--- config.mk ---
export PLATFORM = sky130hd
export DESIGN_NAME = export_line_lexer
export DESIGN_NICKNAME = d
export VERILOG_FILES = /design/src/hw/rtl/elx_pkg.sv /design/src/hw/rtl/elx_in_reg.sv /design/src/hw/rtl/elx_lexer.sv /design/src/hw/rtl/elx_out_reg.sv /design/src/hw/rtl/export_line_lexer.sv
export SDC_FILE = /design/constraint.sdc
export NUM_CORES = 1
export LEC_CHECK = 0
export BUFFER_PORTS_ARGS = -buffer_cell sky130_fd_sc_hd__buf_2
export CAP_MARGIN = 25
export CORE_MARGIN = 2
export CORE_UTILIZATION = 55
export CTS_BUF_LIST = sky130_fd_sc_hd__clkbuf_16
export DETAILED_ROUTE_END_ITERATION = 16
export PLACE_DENSITY = 0.84
export SLEW_MARGIN = 20
export SYNTH_ARGS = -nofsm -noshare
export SYNTH_HDL_FRONTEND = slang
export SYNTH_HIERARCHICAL = 1
export SYNTH_SLANG_ARGS = --single-unit
--- constraint.sdc ---
create_clock -name aclk -period 3.6 [get_ports aclk]
set_clock_uncertainty 0.2 [all_clocks]
set_input_delay 0.72 -clock aclk [delete_from_list [all_inputs] [get_ports aclk]]
set_output_delay 0.72 -clock aclk [all_outputs]
set_load 0.01 [all_outputs]
--- src/hw/rtl/elx_pkg.sv ---
package elx_pkg;

    typedef struct packed {
        logic [7:0] char_in;
        logic       end_of_input;
    } elx_in_t;

    typedef struct packed {
        logic [7:0] out_char;
        logic [1:0] result_kind;
    } elx_out_t;

    localparam logic [1:0] KIND_CHAR = 2'd0;
    localparam logic [1:0] KIND_LINE = 2'd1;
    localparam logic [1:0] KIND_NONE = 2'd2;

    localparam logic [7:0] CH_HASH      = 8'h23;
    localparam logic [7:0] CH_DASH      = 8'h2d;
    localparam logic [7:0] CH_EQUAL     = 8'h3d;
    localparam logic [7:0] CH_COLON     = 8'h3a;
    localparam logic [7:0] CH_COMMA     = 8'h2c;
    localparam logic [7:0] CH_TAB       = 8'h09;
    localparam logic [7:0] CH_BACKSLASH = 8'h5c;
    localparam logic [7:0] CH_SPACE     = 8'h20;
    localparam logic [7:0] CH_NEWLINE   = 8'h0a;

    typedef enum logic [10:0] {
        ST_INIT    = 11'b000_0000_0001,
        ST_BSI     = 11'b000_0000_0010,
        ST_COMMENT = 11'b000_0000_0100,
        ST_DIR     = 11'b000_0000_1000,
        ST_BS1     = 11'b000_0001_0000,
        ST_WS1     = 11'b000_0010_0000,
        ST_OPT     = 11'b000_0100_0000,
        ST_BS2     = 11'b000_1000_0000,
        ST_WS2     = 11'b001_0000_0000,
        ST_GRP     = 11'b010_0000_0000,
        ST_BS3     = 11'b100_0000_0000
    } elx_state_t;

endpackage

--- src/hw/rtl/elx_in_reg.sv ---
module elx_in_reg (
    input  logic            aclk,
    input  logic            aresetn,
    input  logic            s_valid,
    output logic            s_ready,
    input  elx_pkg::elx_in_t s_data,
    input  logic            advance,
    output logic            item_valid,
    output elx_pkg::elx_in_t item
);
    import elx_pkg::*;

    logic    valid_reg;
    logic    valid_next;
    elx_in_t data_reg;
    logic    load;

    assign s_ready = !valid_reg || advance;
    assign load    = s_valid && s_ready;

    always_comb begin
        valid_next = valid_reg;
        if (load) begin
            valid_next = 1'b1;
        end else if (advance) begin
            valid_next = 1'b0;
        end
    end

    always_ff @(posedge aclk) begin
        if (!aresetn) begin
            valid_reg <= 1'b0;
        end else begin
            valid_reg <= valid_next;
        end
    end

    always_ff @(posedge aclk) begin
        if (load) begin
            data_reg <= s_data;
        end
    end

    assign item_valid = valid_reg;
    assign item       = data_reg;
endmodule

--- src/hw/rtl/elx_lexer.sv ---
module elx_lexer (
    input  logic             aclk,
    input  logic             aresetn,
    input  logic             step,
    input  elx_pkg::elx_in_t item,
    output logic             emit,
    output elx_pkg::elx_out_t res
);
    import elx_pkg::*;

    elx_state_t state_reg;
    elx_state_t state_next;
    logic       crd_reg;
    logic       crd_next;
    logic       lhd_reg;
    logic       lhd_next;
    logic [7:0] last_reg;
    logic [7:0] last_next;

    logic [7:0] c;
    logic       is_sep;
    logic       do_keep;
    logic [7:0] keep_c;
    logic       do_fin;
    logic [1:0] fin_kind;
    logic       do_cmt;
    logic       cmt_done;
    elx_state_t go_st;

    assign c      = (item.char_in == CH_TAB) ? CH_SPACE : item.char_in;
    assign is_sep = (last_reg == CH_DASH) || (last_reg == CH_EQUAL) ||
                    (last_reg == CH_COLON) || (last_reg == CH_COMMA);

    // decode one character
    always_comb begin
        do_keep  = 1'b0;
        keep_c   = c;
        do_fin   = 1'b0;
        fin_kind = KIND_LINE;
        do_cmt   = 1'b0;
        cmt_done = 1'b1;
        go_st    = state_reg;
        if (item.end_of_input) begin
            do_fin   = 1'b1;
            fin_kind = lhd_reg ? KIND_LINE : KIND_NONE;
        end else begin
            unique case (state_reg)
                ST_BSI: begin
                    if (c == CH_SPACE || c == CH_NEWLINE) begin
                        go_st = ST_INIT;
                    end else begin
                        do_keep = 1'b1;
                        go_st   = ST_DIR;
                    end
                end
                ST_COMMENT: begin
                    if (c == CH_NEWLINE) begin
                        if (crd_reg) begin
                            do_fin = 1'b1;
                        end else begin
                            go_st = ST_INIT;
                        end
                    end
                end
                ST_DIR: begin
                    priority if (c == CH_SPACE) begin
                        do_keep = 1'b1;
                        go_st   = ST_WS1;
                    end else if (c == CH_BACKSLASH) begin
                        go_st = ST_BS1;
                    end else if (c == CH_HASH) begin
                        do_cmt = 1'b1;
                    end else if (c == CH_NEWLINE) begin
                        do_fin = 1'b1;
                    end else begin
                        do_keep = 1'b1;
                        go_st   = ST_DIR;
                    end
                end
                ST_BS1: begin
                    do_keep = 1'b1;
                    if (c == CH_SPACE || c == CH_NEWLINE) begin
                        keep_c = CH_SPACE;
                        go_st  = ST_WS1;
                    end else begin
                        go_st = ST_DIR;
                    end
                end
                ST_WS1: begin
                    priority if (c == CH_SPACE) begin
                        go_st = ST_WS1;
                    end else if (c == CH_BACKSLASH) begin
                        go_st = ST_BS2;
                    end else if (c == CH_HASH) begin
                        do_cmt = 1'b1;
                    end else if (c == CH_NEWLINE) begin
                        do_fin = 1'b1;
                    end else if (c == CH_DASH) begin
                        do_keep = 1'b1;
                        go_st   = ST_OPT;
                    end else begin
                        do_keep = 1'b1;
                        go_st   = ST_GRP;
                    end
                end
                ST_OPT: begin
                    priority if (c == CH_SPACE) begin
                        do_keep = 1'b1;
                        go_st   = ST_WS2;
                    end else if (c == CH_BACKSLASH) begin
                        go_st = ST_BS2;
                    end else if (c == CH_HASH) begin
                        do_cmt = 1'b1;
                    end else if (c == CH_NEWLINE) begin
                        do_fin = 1'b1;
                    end else begin
                        do_keep = 1'b1;
                        go_st   = ST_OPT;
                    end
                end
                ST_BS2: begin
                    priority if (c == CH_SPACE) begin
                        do_keep = 1'b1;
                        go_st   = ST_WS2;
                    end else if (c == CH_NEWLINE) begin
                        // continuation after a separator is dropped
                        priority if (is_sep) begin
                            go_st = ST_OPT;
                        end else if (last_reg == CH_SPACE) begin
                            go_st = ST_WS2;
                        end else begin
                            do_keep = 1'b1;
                            keep_c  = CH_SPACE;
                            go_st   = ST_WS2;
                        end
                    end else begin
                        do_keep = 1'b1;
                        go_st   = ST_OPT;
                    end
                end
                ST_WS2: begin
                    priority if (c == CH_SPACE) begin
                        go_st = ST_WS2;
                    end else if (c == CH_BACKSLASH) begin
                        go_st = ST_BS3;
                    end else if (c == CH_HASH) begin
                        do_cmt = 1'b1;
                    end else if (c == CH_NEWLINE) begin
                        do_fin = 1'b1;
                    end else begin
                        do_keep = 1'b1;
                        go_st   = ST_GRP;
                    end
                end
                ST_GRP: begin
                    priority if (c == CH_SPACE) begin
                        do_keep = 1'b1;
                        go_st   = ST_WS2;
                    end else if (c == CH_BACKSLASH) begin
                        go_st = ST_BS3;
                    end else if (c == CH_HASH) begin
                        do_cmt = 1'b1;
                    end else if (c == CH_NEWLINE) begin
                        do_fin = 1'b1;
                    end else begin
                        do_keep = 1'b1;
                        go_st   = ST_GRP;
                    end
                end
                ST_BS3: begin
                    do_keep = 1'b1;
                    if (c == CH_SPACE || c == CH_NEWLINE) begin
                        keep_c = CH_SPACE;
                        go_st  = ST_WS2;
                    end else begin
                        go_st = ST_GRP;
                    end
                end
                default: begin
                    // start of line
                    priority if (c == CH_SPACE || c == CH_NEWLINE) begin
                        go_st = ST_INIT;
                    end else if (c == CH_BACKSLASH) begin
                        go_st = ST_BSI;
                    end else if (c == CH_HASH) begin
                        do_cmt   = 1'b1;
                        cmt_done = 1'b0;
                    end else begin
                        do_keep = 1'b1;
                        go_st   = ST_DIR;
                    end
                end
            endcase
        end
    end

    // apply the decoded action
    always_comb begin
        state_next = state_reg;
        crd_next   = crd_reg;
        lhd_next   = lhd_reg;
        last_next  = last_reg;
        emit       = 1'b0;
        res        = '0;
        if (step) begin
            priority if (do_fin) begin
                emit            = 1'b1;
                res.result_kind = fin_kind;
                state_next      = ST_INIT;
                crd_next        = 1'b0;
                lhd_next        = 1'b0;
            end else if (do_keep) begin
                emit            = 1'b1;
                res.out_char    = keep_c;
                res.result_kind = KIND_CHAR;
                lhd_next        = 1'b1;
                last_next       = keep_c;
                state_next      = go_st;
            end else if (do_cmt) begin
                crd_next   = cmt_done;
                state_next = ST_COMMENT;
            end else begin
                state_next = go_st;
            end
        end
    end

    always_ff @(posedge aclk) begin
        if (!aresetn) begin
            state_reg <= ST_INIT;
            crd_reg   <= 1'b0;
            lhd_reg   <= 1'b0;
            last_reg  <= '0;
        end else begin
            state_reg <= state_next;
            crd_reg   <= crd_next;
            lhd_reg   <= lhd_next;
            last_reg  <= last_next;
        end
    end
endmodule

--- src/hw/rtl/elx_out_reg.sv ---
module elx_out_reg (
    input  logic              aclk,
    input  logic              aresetn,
    input  logic              advance,
    input  logic              emit,
    input  elx_pkg::elx_out_t res,
    output logic              m_valid,
    input  logic              m_ready,
    output elx_pkg::elx_out_t m_data
);
    import elx_pkg::*;

    logic     valid_reg;
    logic     valid_next;
    elx_out_t data_reg;

    always_comb begin
        valid_next = valid_reg;
        if (advance) begin
            valid_next = emit;
        end else if (m_ready) begin
            valid_next = 1'b0;
        end
    end

    always_ff @(posedge aclk) begin
        if (!aresetn) begin
            valid_reg <= 1'b0;
        end else begin
            valid_reg <= valid_next;
        end
    end

    always_ff @(posedge aclk) begin
        if (advance && emit) begin
            data_reg <= res;
        end
    end

    assign m_valid = valid_reg;
    assign m_data  = data_reg;
endmodule

--- src/hw/rtl/export_line_lexer.sv ---
// Line lexer for exports-style text: one byte or end-of-input marker per request, at
// most one result per request (a kept character, a line-complete marker, or an
// input-ended-with-no-line marker). A request is taken every cycle while results
// drain; a byte passes through the input register and then the result register,
// with the lexer state updated in a single pass between them.
// s_ready follows m_ready combinationally when input and result registers are full.
module export_line_lexer (
    input  logic              aclk,
    input  logic              aresetn,
    input  logic              s_valid,
    output logic              s_ready,
    input  elx_pkg::elx_in_t  s_data,
    output logic              m_valid,
    input  logic              m_ready,
    output elx_pkg::elx_out_t m_data
);
    import elx_pkg::*;

    logic     item_valid;
    elx_in_t  item;
    logic     advance;
    logic     emit;
    elx_out_t res;

    assign advance = item_valid && (!m_valid || m_ready);

    elx_in_reg u_in (
        .aclk       (aclk),
        .aresetn    (aresetn),
        .s_valid    (s_valid),
        .s_ready    (s_ready),
        .s_data     (s_data),
        .advance    (advance),
        .item_valid (item_valid),
        .item       (item)
    );

    elx_lexer u_lex (
        .aclk    (aclk),
        .aresetn (aresetn),
        .step    (advance),
        .item    (item),
        .emit    (emit),
        .res     (res)
    );

    elx_out_reg u_out (
        .aclk    (aclk),
        .aresetn (aresetn),
        .advance (advance),
        .emit    (emit),
        .res     (res),
        .m_valid (m_valid),
        .m_ready (m_ready),
        .m_data  (m_data)
    );
endmodule

==> summary.txt <==
CTS
  • CTS root buf: clkbuf_16
  • Resized cells post-CTS: 0
  • Clock slew at reported path FFs: 0.06 ns
  • Htree depth: 2
  • CTS tree: yes
  • Total CTS buffers: 5
  • Maximum clock path buffer count: 2
  • Worst skew pair latency: 0.28 ns
  • CTS sink cnt: 42
  • Post-CTS Setup Inserts: 0
  • Hold-fix buffers at CTS: 0

Floorplanning
  • Die H: approximately 73 um
  • CORE AREA: approximately 4700 um^2
  • Die W: 72.9 um
  • Number of placement rows: 25
  • Initial Utilization: 56.0%
  • Die ar.: about 5300 um^2
  • I/O pin count: 25

Finish
  • Diodes inserted: 0
  • Final nets: 323
  • Share of layout cells above drive strength 1: 17.7%
  • Max reg flops: 11
  • Layout fillers: just over 400
  • P&R area growth vs syn: 11.1%
  • Fin area: 2900 um^2

Pwr
  • Clock Power Share: 39.8%
  • Comb pwr share: 10.3%
  • Static Leakage: 1.07 nW
  • Sw Ratio: 24.7%
  • NetSw: 0.270 mW
  • Reg power frac: 49.9%
  • Internal: 0.822 mW
  • PwrDens: 377 nW/um^2
  • Peak supply drop: 0.320 mV

Placed design
  • GP Congestion: between 0.9 and 1
  • DP HPWL: 4670 um
  • Dpl ws: 0.752 ns
  • Placed cell area: 2760 um^2
  • PortBufs: 24

Global route
  • Largest net degree at the start of global routing: 23
  • Vias in the first global route: approximately 2200
  • Initial antenna violation count: 0
  • Overflow after GRT: 0
  • First-pass GRT wire length: 10700 um
  • Global Route Usage Sum: 26.1%

Synth
  • Top-count cell post-synth: nand2_1
  • Share of the synthesized area in the top cell type: 21.8%
  • Syn nets: ~300
  • Synth cell types: 69
  • Yosys reg bits: 42
  • Syn avg cell area: around 9.0 um^2
  • EDFF count, synth: 19
  • Synth warn: 6
  • Post-synth ARST share: 0%
  • Synth top area cells: edfxtp_1 22%, dfxtp_1 18%, nand2_1 3.4%, nand3_1 2.9%, o21ai_0 2.9%
  • Synthesized instance count: 290
  • Primary FF master, synth: dfxtp_1
  • Synth area leader: edfxtp_1
  • Seq/Total Area, Yosys: 39.5%
  • Synth cell count leaders: 24 x nand2_1, 23 x dfxtp_1, 19 x edfxtp_1, 18 x nor2_1
  • Netlist Area Pre-Place: 2610 um^2

Route
  • DR vias: 2438
  • Antenna Nets Post-Route: 0
  • Initial DRC Count: roughly 230
  • WL/cell: 17.9 um
  • Router iterations before antenna repair: 6
  • Final wirelength: approximately 6500 um
  • DRC viols: 0
  • Via density: 6.68

Timing
  • Max Freq: between 300 and 400 MHz
  • WHS: roughly 0.26 ns
  • Fin crit period: 2.92 ns
  • Final setup vio count: 0
  • Worst Max-Slew Pin Slew: around 0.77 ns
  • Final WS setup: 0.681 ns
  • RSZ-0062 raised after global routing: no
  • Final Max Slew Viols: 0
  • Hold Vio Cnt, Final: 0
  • Setup TNS: 0 ns
  • Fin crit share: 81.1%
  • Relative slew slack: between 40 and 50%

Setup path
  • Slowest stage delay, CP: 0.71 ns
  • CP max FO: 11
  • Startpoint Class: flop
  • Reg2reg start: u_in/item[3]
  • CP Cell Sequence: or4_1 > nor3_4 > a31oi_1 > a21boi_1 > and3_4 > and2_1
  • Critical Path RT: around 3.4 ns
  • Critical Path Slowest Stage Cell: or4_1
  • Worst R2R Path Depth: 6
  • WP data arrival: 2.75 ns
  • Crit path kind: reg2reg
  • Flop2flop setup slack: 0.68 ns
  • CP Capture Type: flop
  • R2R Path End: u_out/m_data[9]

Min path
  • Hold path startpoint: u_lex/last_reg[7]
  • Min-Delay Endpoint: u_lex/last_reg[7]
  • Hold path depth: 2
  • Hold crit path type: reg2reg

Job
  • Max Cap Viol: 0

Run status
  • Status: completed
metal layers:
layer  part of all wire (%)  global-route usage (%)  up-vias
li1                       -                       -     1146
met5                      0                       0        -
met2                     46                    39.9      140
met4                    3.1                    10.5        0
met3                    8.2                    5.94       28
met1                     43                    35.8     1124
layout make-up:
class / count / area [um^2] / share of cell area [%]
clock buffer: 5 / 125 / 4.31
timing repair buffer: 29 / 158 / 5.44
clock inverter: 3 / 17.5 / 0.604
tap: 54 / 67.6 / 2.33
sequential: 42 / 1030 / 35.5
multi-input combinational: 222 / 1460 / 50.5
inverter: 10 / 37.5 / 1.29
worst max-delay path, delay by kind of cell, from the launching register on:
family           cells  cell delay (ns)
AND/OR/NAND/NOR      4             1.59
flip-flops           1             0.49
AO/OA/AOI/OAI        2             0.39
worst max path at each step:
stage / startpoint / endpoint / slack [ns] / cells after the start
floorplan: m_ready / u_lex/last_reg[5] / 0.90 / 7
global placement: u_in/item[3] / u_out/m_valid / 0.81 / 8
detailed placement: u_in/item[3] / u_out/m_data[6] / 0.75 / 6
CTS: u_in/item[3] / u_out/m_data[6] / 0.73 / 6
global route: u_in/item[1] / u_out/m_data[8] / 0.55 / 7
finish: u_in/item[3] / u_out/m_data[9] / 0.68 / 6
placed cells by master, fill, tap and decap left out, drive strengths merged, types with 2 or more instances in the layout:
| master | n |
|---|---|
| buf | 29 |
| nand2 | 24 |
| dfxtp | 23 |
| edfxtp | 19 |
| nor2 | 18 |
| o21ai | 17 |
| nand3 | 15 |
| nor4 | 12 |
| inv | 11 |
| nand4 | 11 |
| nor3 | 11 |
| and2 | 10 |
| a21oi | 8 |
| nand2b | 8 |
| mux2i | 7 |
| or3 | 6 |
| a21boi | 6 |
| clkbuf | 5 |
| xor2 | 5 |
| a32oi | 5 |
| and3 | 5 |
| nor2b | 4 |
| a31oi | 4 |
| or4 | 3 |
| nor3b | 3 |
| a22oi | 3 |
| a31o | 3 |
| o2111ai | 3 |
| o21a | 2 |
| a2bb2oi | 2 |
| xnor2 | 2 |
| a21o | 2 |
| o2bb2ai | 2 |
| clkinv | 2 |
cell families after synthesis:
group                     count (synthesis)  synth area share, %
AOI/OAI and AO/OA                        72                 20.4
and+or+nand+nor                         136                 30.7
xor gates and xnor gates                  7                 2.35
muxes                                     7                 2.68
buffers and inverters                    26                 4.46
DFF                                      42                 39.5
power groups by stage:
stage	combinational [mW]	clock (mW)	sequential, mW
after floorplan	0.0843	0	0.544
after global placement	0.108	0	0.553
after detailed placement	0.110	0	0.554
after CTS	0.111	0.445	0.544
after global routing	0.124	0.466	0.547
final	0.113	0.434	0.545
stage by stage:
step                      util [%]  total power, mW  std cells
after global placement        59.2            0.661        357
after floorplan                  -            0.629        290
after CTS                     62.2             1.10        365
after global routing          62.2             1.14        365
after detailed placement      59.2            0.664        357
final                         62.2             1.09        365
Note: power is estimated with default switching activity, not from simulation.
